<file path="src/sv/p3gsd_pkg.sv">
`timescale 1ns / 1ps
package p3gsd_pkg;

	localparam int BLOCK_BYTES = 98;
	localparam int SCALE_BYTES = 2;
	localparam int MAX_CODES   = 3;
	localparam int QUEUE_DEPTH = 4;

	typedef struct packed {
		logic [31:0]      base;
		logic [1:0]       n;
		logic [2:0][2:0]  code;
		logic [2:0][3:0]  scale;
	} q_entry_t;

	typedef struct packed {
		logic     wr;
		q_entry_t entry;
	} q_write_t;

endpackage

</file>
<file path="src/sv/p3gsd_front.sv">
`timescale 1ns / 1ps
module p3gsd_front (
	input  logic               clk,
	input  logic               arst_n,
	input  logic               accept,
	input  logic [7:0]         data_byte,
	input  logic               tensor_start,
	input  logic [31:0]        element_count,
	output p3gsd_pkg::q_write_t q_wr
);
	import p3gsd_pkg::*;

	logic [6:0]       bib_q;
	logic [3:0][3:0]  scales_q;
	logic [1:0]       carry_bits_q;
	logic [1:0]       carry_count_q;
	logic [31:0]      emitted_q;

	logic [6:0]       bib_e, bib_w, bib_nx;
	logic [3:0][3:0]  scales_e, scales_nx;
	logic [1:0]       cb_e, cc_e;
	logic [31:0]      emitted_e, remaining;
	logic             ignore, is_quant;
	logic [9:0]       bits, bits_after;
	logic [3:0]       avail, avail_after, shamt;
	logic [1:0]       navail, n;
	logic [7:0]       idx_lo;

	always_comb begin
		bib_e     = tensor_start ? '0 : bib_q;
		scales_e  = tensor_start ? '0 : scales_q;
		cb_e      = tensor_start ? '0 : carry_bits_q;
		cc_e      = tensor_start ? '0 : carry_count_q;
		emitted_e = tensor_start ? '0 : emitted_q;
		ignore    = emitted_e >= element_count;
		bib_w     = (bib_e >= 7'(BLOCK_BYTES)) ? '0 : bib_e;
		if (bib_w == '0) begin
			cb_e = '0;
			cc_e = '0;
		end
		is_quant  = bib_w >= 7'(SCALE_BYTES);
		bib_nx    = (bib_w + 7'd1 >= 7'(BLOCK_BYTES)) ? '0 : bib_w + 7'd1;
		scales_nx = scales_e;
		if (!is_quant) begin
			scales_nx[{bib_w[0], 1'b0}] = data_byte[3:0];
			scales_nx[{bib_w[0], 1'b1}] = data_byte[7:4];
		end
		bits      = ({2'b00, data_byte} << cc_e) | {8'b0, cb_e};
		avail     = 4'd8 + {2'b00, cc_e};
		navail    = (avail >= 4'd9) ? 2'd3 : 2'd2;
		remaining = element_count - emitted_e;
		n         = (remaining < {30'b0, navail}) ? remaining[1:0] : navail;
		shamt     = {2'b00, n} + {1'b0, n, 1'b0};
		bits_after  = bits >> shamt;
		avail_after = avail - shamt;

		q_wr.wr          = accept && !ignore && is_quant;
		q_wr.entry.base  = emitted_e;
		q_wr.entry.n     = n;
		for (int k = 0; k < MAX_CODES; k++) begin
			idx_lo              = emitted_e[7:0] + 8'(k);
			q_wr.entry.code[k]  = bits[3*k +: 3];
			q_wr.entry.scale[k] = scales_e[idx_lo[7:6]];
		end
		idx_lo = emitted_e[7:0];
	end

	always_ff @(posedge clk or negedge arst_n) begin
		if (!arst_n) begin
			bib_q         <= '0;
			scales_q      <= '0;
			carry_bits_q  <= '0;
			carry_count_q <= '0;
			emitted_q     <= '0;
		end else if (accept) begin
			if (ignore) begin
				if (tensor_start) begin
					bib_q         <= '0;
					scales_q      <= '0;
					carry_bits_q  <= '0;
					carry_count_q <= '0;
					emitted_q     <= '0;
				end
			end else begin
				bib_q    <= bib_nx;
				scales_q <= scales_nx;
				if (is_quant) begin
					emitted_q     <= emitted_e + {30'b0, n};
					carry_bits_q  <= bits_after[1:0];
					carry_count_q <= (avail_after < 4'd3) ? avail_after[1:0] : 2'd0;
				end else begin
					emitted_q     <= emitted_e;
					carry_bits_q  <= cb_e;
					carry_count_q <= cc_e;
				end
			end
		end
	end

endmodule

</file>
<file path="src/sv/p3gsd_queue.sv">
`timescale 1ns / 1ps
module p3gsd_queue #(
	parameter int DEPTH = p3gsd_pkg::QUEUE_DEPTH
) (
	input  logic                clk,
	input  logic                arst_n,
	input  p3gsd_pkg::q_write_t q_wr,
	input  logic                rd,
	output p3gsd_pkg::q_entry_t head,
	output logic                full,
	output logic                empty
);
	import p3gsd_pkg::*;

	localparam int PW = (DEPTH > 1) ? $clog2(DEPTH) : 1;
	localparam int CW = $clog2(DEPTH + 1);

	q_entry_t        mem_q [DEPTH];
	logic [PW-1:0]   wp_q, rp_q;
	logic [CW-1:0]   cnt_q;
	logic            do_wr, do_rd;

	assign full  = cnt_q == CW'(DEPTH);
	assign empty = cnt_q == '0;
	assign do_wr = q_wr.wr && !full;
	assign do_rd = rd && !empty;
	assign head  = mem_q[rp_q];

	always_ff @(posedge clk) begin
		if (do_wr) begin
			mem_q[wp_q] <= q_wr.entry;
		end
	end

	always_ff @(posedge clk or negedge arst_n) begin
		if (!arst_n) begin
			wp_q  <= '0;
			rp_q  <= '0;
			cnt_q <= '0;
		end else begin
			if (do_wr) begin
				wp_q <= (wp_q == PW'(DEPTH - 1)) ? '0 : wp_q + PW'(1);
			end
			if (do_rd) begin
				rp_q <= (rp_q == PW'(DEPTH - 1)) ? '0 : rp_q + PW'(1);
			end
			if (do_wr && !do_rd) begin
				cnt_q <= cnt_q + CW'(1);
			end else if (do_rd && !do_wr) begin
				cnt_q <= cnt_q - CW'(1);
			end
		end
	end

endmodule

</file>
<file path="src/sv/p3gsd_back.sv">
`timescale 1ns / 1ps
module p3gsd_back (
	input  logic                clk,
	input  logic                arst_n,
	input  p3gsd_pkg::q_entry_t head,
	input  logic                q_empty,
	output logic                q_rd,
	input  logic [31:0]         element_count,
	output logic                empty,
	input  logic                pop,
	output logic [31:0]         weight_bits,
	output logic [31:0]         weight_index,
	output logic                last_of_run,
	output logic                last_of_tensor
);
	import p3gsd_pkg::*;

	function automatic logic [31:0] to_f32(input logic [2:0] c, input logic [3:0] s);
		logic        neg;
		logic [2:0]  m;
		logic [6:0]  mag;
		logic [2:0]  p;
		logic [29:0] sh;
		logic [31:0] r;
		neg = ~c[2];
		m   = {neg ? ~c[1:0] : c[1:0], 1'b1};
		mag = {4'b0, m} * {3'b0, s};
		p   = '0;
		for (int i = 1; i < 7; i++) begin
			if (mag[i]) p = 3'(i);
		end
		sh = {23'b0, mag} << (5'd23 - {2'b00, p});
		r  = {neg, 8'({5'b0, p} + 8'd122), sh[22:0]};
		if (mag == '0) r = {neg, 31'b0};
		return r;
	endfunction

	logic        out_valid_q;
	logic [1:0]  k_q;
	logic        load, last_k;
	logic [31:0] idx, idx_p1;

	assign load   = !q_empty && (!out_valid_q || pop);
	assign last_k = k_q == head.n - 2'd1;
	assign idx    = head.base + {30'b0, k_q};
	assign idx_p1 = head.base + {30'b0, k_q} + 32'd1;
	assign q_rd   = load && last_k;
	assign empty  = !out_valid_q;

	always_ff @(posedge clk) begin
		if (load) begin
			weight_bits    <= to_f32(head.code[k_q], head.scale[k_q]);
			weight_index   <= idx;
			last_of_run    <= last_k;
			last_of_tensor <= idx_p1 == element_count;
		end
	end

	always_ff @(posedge clk or negedge arst_n) begin
		if (!arst_n) begin
			out_valid_q <= 1'b0;
			k_q         <= '0;
		end else begin
			if (load) begin
				out_valid_q <= 1'b1;
				k_q         <= last_k ? '0 : k_q + 2'd1;
			end else if (pop) begin
				out_valid_q <= 1'b0;
			end
		end
	end

endmodule

</file>
<file path="src/sv/packed_3bit_group_scale_dequant_core.sv">
// accepted code bytes enter the code queue, then their weights are registered at the output
// throughput: one byte per cycle while the code queue has room;
// one weight per cycle out while pop is held; a code byte yields two or three weights,
// fewer at the end of the count; scale bytes and bytes past the element count produce none
// reset: arst_n clears counters, scales, queue and output valid; element_count resets to 0
`timescale 1ns / 1ps
module packed_3bit_group_scale_dequant_core #(
	parameter int QUEUE_DEPTH = p3gsd_pkg::QUEUE_DEPTH
) (
	input  logic        clk,
	input  logic        arst_n,
	input  logic        cfg_we,
	input  logic [31:0] cfg_wdata,
	input  logic        push,
	output logic        full,
	input  logic [7:0]  data_byte,
	input  logic        tensor_start,
	output logic        empty,
	input  logic        pop,
	output logic [31:0] weight_bits,
	output logic [31:0] weight_index,
	output logic        last_of_run,
	output logic        last_of_tensor
);
	import p3gsd_pkg::*;

	logic [31:0] element_count_q;
	q_write_t    q_wr;
	q_entry_t    head;
	logic        q_full, q_empty, q_rd;

	always_ff @(posedge clk or negedge arst_n) begin
		if (!arst_n) begin
			element_count_q <= '0;
		end else if (cfg_we) begin
			element_count_q <= cfg_wdata;
		end
	end

	assign full = q_full;

	p3gsd_front u_front (
		.clk           (clk),
		.arst_n        (arst_n),
		.accept        (push && !q_full),
		.data_byte     (data_byte),
		.tensor_start  (tensor_start),
		.element_count (element_count_q),
		.q_wr          (q_wr)
	);

	p3gsd_queue #(
		.DEPTH (QUEUE_DEPTH)
	) u_queue (
		.clk    (clk),
		.arst_n (arst_n),
		.q_wr   (q_wr),
		.rd     (q_rd),
		.head   (head),
		.full   (q_full),
		.empty  (q_empty)
	);

	p3gsd_back u_back (
		.clk            (clk),
		.arst_n         (arst_n),
		.head           (head),
		.q_empty        (q_empty),
		.q_rd           (q_rd),
		.element_count  (element_count_q),
		.empty          (empty),
		.pop            (pop),
		.weight_bits    (weight_bits),
		.weight_index   (weight_index),
		.last_of_run    (last_of_run),
		.last_of_tensor (last_of_tensor)
	);

endmodule

</file>
<file path="config.mk">
export PLATFORM = sky130hd
export DESIGN_NAME = packed_3bit_group_scale_dequant_core
export DESIGN_NICKNAME = d
export VERILOG_FILES = /design/src/sv/p3gsd_pkg.sv /design/src/sv/p3gsd_front.sv /design/src/sv/p3gsd_queue.sv /design/src/sv/p3gsd_back.sv /design/src/sv/packed_3bit_group_scale_dequant_core.sv
export SDC_FILE = /design/constraint.sdc
export NUM_CORES = 1
export LEC_CHECK = 0
export BUFFER_PORTS_ARGS = -buffer_cell sky130_fd_sc_hd__clkbuf_2
export CORE_MARGIN = 5
export CORE_UTILIZATION = 40
export CTS_CLUSTER_DIAMETER = 40
export DETAILED_ROUTE_END_ITERATION = 12
export PLACE_DENSITY = 0.61
export REMOVE_ABC_BUFFERS = 1
export SYNTH_ARGS = -nofsm -noshare
export SYNTH_HDL_FRONTEND = slang
export SYNTH_HIERARCHICAL = 1
export SYNTH_SLANG_ARGS = --single-unit
</file>
<file path="constraint.sdc">
create_clock -name clk -period 13.2 [get_ports clk]
set_clock_uncertainty 0.1 [all_clocks]
set_input_delay 2.64 -clock clk [delete_from_list [all_inputs] [get_ports clk]]
set_output_delay 2.64 -clock clk [all_outputs]
set_load 0.01 [all_outputs]
</file>
# Yosys cells after proc, flatten, opt, wreduce, memory -nomap -nowiden
# Memory sizes are Yosys's and may differ from the RTL's.
# Cells that the tools add are included.
[totals] register_bits=167 ram_bits=220 n_memories=1
[mem_list] memory="u_queue.mem_q" depth=4 word_bits=55 read_ports=1 rd_clocked_by_memory_dff=0 write_ports=1 line_no="p3gsd_queue.sv:18" text="q_entry_t mem_q [DEPTH];"
[classes] add_sub_neg=18 n_mul=1 magnitude_cmp=15 eq_ne=5 shift=3 n_mux=54 bitwise_logic=3 reduce_logical=23
[ops] operator="32-bit two-way mux" count=3
[ops] operator="32-bit by 2-bit adder with 32-bit output" count=2
[ops] operator="16-bit two-way mux" count=3
[ops] operator="32-bit by 1-bit adder with 32-bit output (second input constant)" count=1
[ops] operator="4-bit binary-select mux with 2-bit select" count=4
[ops] operator="16-bit bitwise mux" count=2
[ops] operator="32-bit == test" count=1
[ops] operator="32-bit >= comparator" count=1
[ops] operator="32-bit by 2-bit < comparator with 1-bit output" count=1
[ops] operator="2-bit two-way mux" count=16
[ops] operator="32-bit subtractor" count=1
[ops] operator="7-bit two-way mux" count=4
[ops] operator="4-bit two-way mux" count=6
[ops] operator="7-bit by 5-bit left shift with 23-bit output" count=1
[ops] operator="3-bit two-way mux" count=7
[ops] operator="2-bit by 3-bit < comparator with 1-bit output (second input constant)" count=6
[ops] operator="7-bit >= comparator (second input constant)" count=2
[ops] operator="7-bit logical NOT" count=2
[ops] operator="1-bit logical AND" count=11
[ops] operator="10-bit by 2-bit bitwise OR with 10-bit output" count=1
[ops] operator="8-bit by 2-bit left shift with 10-bit output" count=1
[ops] operator="10-bit by 4-bit right shift with 2-bit output" count=1
[ops] operator="3-bit by 7-bit adder with 8-bit output (second input constant)" count=1
[ops] operator="8-bit by 1-bit adder with 8-bit output (second input constant)" count=1
[ops] operator="27 further kinds" count=43

# Longest topological paths before layout
[logic_depth] word_depth=16 ltp_mapped=29

# Hierarchy
# Netlist, hierarchy kept.
[by_module_without_submodules] mod="p3gsd_queue" instances=1 cells_per_inst=324 area_per_inst_um2=8380.5 seq_area_each_um2=6781.5
[by_module_without_submodules] mod="p3gsd_front" instances=1 cells_per_inst=801 area_per_inst_um2=6442.4 seq_area_each_um2=1476.4
[by_module_without_submodules] mod="p3gsd_back" instances=1 cells_per_inst=517 area_per_inst_um2=4708.3 seq_area_each_um2=1486.4
[by_module_without_submodules] mod="packed_3bit_group_scale_dequant_core" instances=1 cells_per_inst=69 area_per_inst_um2=1351.3 seq_area_each_um2=800.8

# Worst setup path after synthesis
# Ideal clock, no wire load.
[synth_timing] path_type="input to register" startpoint="in tensor_start" endpoint="reg u_front.emitted_q[28]" t_arrival_ns=8.247 t_required_ns=12.981 path_slack_ns=4.733 stages=28 n_path_buf=6 path_cell_list="clkbuf_1 > clkbuf_1 > clkbuf_1 > clkbuf_1 > clkbuf_1 > nor2_1 > ha_1 > inv_1 > fa_1 > a211oi_2 > o21ai_1 > xnor2_1 > o2111ai_1 > or4_1 > nor4_2 > o2111ai_1 > nor3_2 > and2_1 > buf_6 > a21o_4 > ha_1 > fa_1 > or4b_4 > nor4_4 > nand4_2 > nor3_2 > mux2i_1 > nand2_1"
[synth_lines] item="from (decl)" line_no="packed_3bit_group_scale_dequant_core.sv:17" text="input logic tensor_start,"
[synth_lines] item="to (signal assigned)" line_no="p3gsd_front.sv:88" text="emitted_q <= emitted_e + {30'b0, n};"
[synth_lines] item="to (signal assigned)" line_no="p3gsd_front.sv:92" text="emitted_q <= emitted_e;"
[synth_lines] item="to (decl)" line_no="p3gsd_front.sv:17" text="logic [31:0] emitted_q;"

==> metrics.md <==
| Metric | Value |
|---|---|
| Yosys warning count | 6 |
| TritonCTS Sinks | 368 |
| Placed cell area | 21800 um^2 |
| Rows | 83 |
| Asr flop ratio synth | 27.4% |
| Post-layout min period | 8.70 ns |
| Chip width | 238 um |
| Total power | 5.33 mW |
| Grt met3 use | 3.02% |
| Seq cells post-synth | 368 |
| Pre-CTS setup slack | 3.99 ns |
| GR Layer Usage met1 | 25.1% |
| Pins Over Slew Limit | 0 |
| Clock transition at path regs | 0.05 ns |
| HP Start | u_queue/cnt_q[2] |
| Placed Cells | 2429 |
| FF-to-FF Start | u_queue/rp_q[0] |
| TritonCTS Buffers | 55 |
| Pleak | 8.79 nW |
| H-tree lvl count | 2 |
| Crit path capture | u_front/emitted_q[28] |
| Worst Path Arrival | 9.06 ns |
| Vias/cell | 5.64 |
| Hold buffers post-CTS | 0 |
| Share of cells above drive strength 1 | 20.1% |
| Worst Hold Class | reg2reg |
| Layout area overhead | 13.7% |
| Pwr dens | 225 nW/um^2 |
| VDD IR max | 0.222 mV |
| Area of the die | 56900 um^2 |
| Final hold violations | 0 |
| DRT Pass-1 Iters | 6 |
| RePlAce Congestion | 0.951 |
| Post-Route WL | 53.6 mm |
| R2R cell count | 20 |
| Initial antenna violation count | 0 |
| Worst setup EP type | flop |
| Post-layout util | 46.1% |
| Vias post-DR | 14300 |
| Post-CTS setup buffer count | 0 |
| Global Route Usage Sum | 18.4% |
| Slack of the worst reg-to-reg path | 6.83 ns |
| DRC Markers | 0 |
| # IOs | 114 |
| Max-cap violations | 0 |
| Crit path launch type | input port |
| Ant. Diodes | 0 |
| DP HPWL | 38.1 mm |
| Final hold slack | 0.426 ns |
| Seq/Total Area, Yosys | 50.5% |
| Average routed wire per standard cell | 21.2 um |
| Max Fclk | 115 MHz |
| Port Buffers | 97 |
| Register area | 10600 um^2 |
| Critical Path RT | 13.56 ns |
| Final setup viols | 0 |
| Synthesized area | 20900 um^2 |
| Primary FF master, synth | edfxtp_1 |
| Clk buf depth | 3 |
| Avg Inst Size Synth | 12.2 um^2 |
| Later-pin clock latency in the skew report | 0.61 ns |
| Status | finished clean |
| Fin nets | 1917 |
| Worst Setup SP | tensor_start |
| Post-CTS sizing | 0 |
| Crit Path Class | in2reg |
| Commonest non-fill, non-tap cells in the layout | edfxtp_1 (267), nand2_1 (142), dfrtp_1 (99), clkbuf_2 (96), nor2_1 (96) |
| Cell variety after synth | 110 |
| Largest net degree at the start of global routing | 58 |
| DRT antenna net count | 0 |
| Grt met2 use | 29.9% |
| Critical Path Fanout Max | 51 |
| Cells after synthesis | 1711 |
| Final WS setup | 4.50 ns |
| Starting Density | 40.5% |
| DRT iter0 DRCs | 1114 |
| CTS tree | built |
| Die Y | 238 um |
| EDFF count, synth | 267 |
| Multi-input logic area | 9510 um^2 |
| Root Buffer Master | clkbuf_16 |
| Period utilisation layout | 65.9% |
| Worst r2r dst | u_back/weight_bits[21] |
| Core outline area | 51500 um^2 |
| Max_slew headroom | 35.7% |
| Commonest non-fill, non-tap cell in the layout | edfxtp_1 |
| First-pass GRT wire length | 82.4 mm |
| Remaining Overflow, GRT | 0 |
| Final cell count without fillers | 2533 |
| Final instance area | 23800 um^2 |
| Setup TNS | 0 ns |
| GR peak layer | met2 |
| Vias in the first global route | 14300 |
| Worst-Margin Slew | 0.957 ns |
| Fillers | 4658 |
| RSZ-0062 raised after global routing | false |
[worst max-delay path, stage by stage]
cell and delay (ns):
clkbuf_2 0.47, buf_4 0.55, nand2b_1 0.28, ha_1 0.36
a21oi_1 0.30, a21boi_0 0.17, a2111oi_2 0.39, nand2_2 0.18
or4b_1 0.52, nand4_1 0.11, nand4_1 0.20, nor3_2 0.20
and2_1 0.32, a21o_4 0.24, ha_1 0.20, fa_1 0.16
or4b_4 0.50, nor4_4 0.40, nand4_2 0.25, nor3_2 0.25
mux2i_1 0.22, nand2_1 0.07
[metal layers]
metal	routed length, um	share of wire [%]
met5	0	0
met1	23100	43
met2	25100	47
met3	3430	6.4
met4	1930	3.6
[kinds of logic (layout without fill, tap and decap cells)]
group                    Yosys count  in the layout  synth area share [%]
AND/OR/NAND/NOR                  546            546                  14.1
other                              1             17                0.0180
adder cells (fa/ha/maj)           66             66                  4.19
AO/OA/AOI/OAI                    271            271                  9.04
XOR/XNOR                         139            139                  6.11
buffers and inverters            176            302                  4.27
multiplexers                     144            144                  11.7
flip-flops                       368            368                  50.5
[worst min-delay path by stage]
| stage | to | slack (ns) | depth (start not counted) |
|---|---|---|---|
| CTS | u_queue/cnt_q[2] | 0.43 | 1 |
| global placement | u_queue/cnt_q[2] | 0.41 | 1 |
| floorplan | u_back/out_valid_q | 0.37 | 2 |
| global route | u_front/emitted_q[15] | 0.47 | 2 |
| finish | u_queue/cnt_q[2] | 0.43 | 1 |
| detailed placement | u_queue/cnt_q[2] | 0.42 | 1 |
[synth_stat cells, types with 7 or more instances]
master / count / area, um^2
nand2_1: 142 / 533
a21o_1: 9 / 67.6
o21ai_0: 53 / 265
a21boi_0: 7 / 52.6
mux4_2: 67 / 1510
and2_1: 15 / 93.8
inv_1: 85 / 319
ha_1: 58 / 726
nor3_1: 39 / 195
nor2_1: 96 / 360
a31oi_1: 15 / 93.8
buf_6: 7 / 78.8
mux2_2: 8 / 90.1
a22o_1: 20 / 175
fa_1: 7 / 140
or3_1: 9 / 56.3
o2111ai_1: 8 / 70.1
nor2b_1: 31 / 194
dfrtp_1: 101 / 2530
nand3_1: 41 / 205
a21oi_1: 56 / 280
or2_2: 8 / 50.1
buf_2: 22 / 110
xor2_1: 51 / 447
mux2_4: 32 / 480
o211ai_1: 9 / 67.6
nand2b_1: 42 / 263
and3_1: 16 / 100
clkbuf_1: 26 / 97.6
nand4_1: 34 / 213
o22ai_1: 11 / 68.8
mux2i_1: 36 / 360
and4_1: 11 / 96.3
buf_4: 27 / 203
xnor2_1: 83 / 727
edfxtp_1: 267 / 8020
[area by class of cell]
cell class / instances / share of cell area (%)
clock buffers: 63 / 6.01
flip-flops and latches: 368 / 44.4
clock inverters: 41 / 2.07
multi-input cells: 1183 / 40.0
inverters: 87 / 1.37
repair buffers: 111 / 2.50
well taps: 680 / 3.58
[registers in the layout, summed over array words and instances (netlist names), 2 cells and up]
name	count
u_front/carry_bits_q	2
u_queue/mem_q	220
u_back/weight_index	32
u_front/carry_count_q	2
u_queue/rp_q	2
u_back/weight_bits	13
u_queue/cnt_q	3
u_front/emitted_q	32
u_front/bib_q	7
u_front/scales_q	16
element_count_q	32
u_queue/wp_q	2
u_back/k_q	2
[power by group]
group,leakage [nW],switching [mW],internal (mW)
Combinational,4.24,1.30,0.915
Clock,0.912,0.571,0.899
Sequential,3.64,0.140,1.51
(Power assumes the default switching activity.)
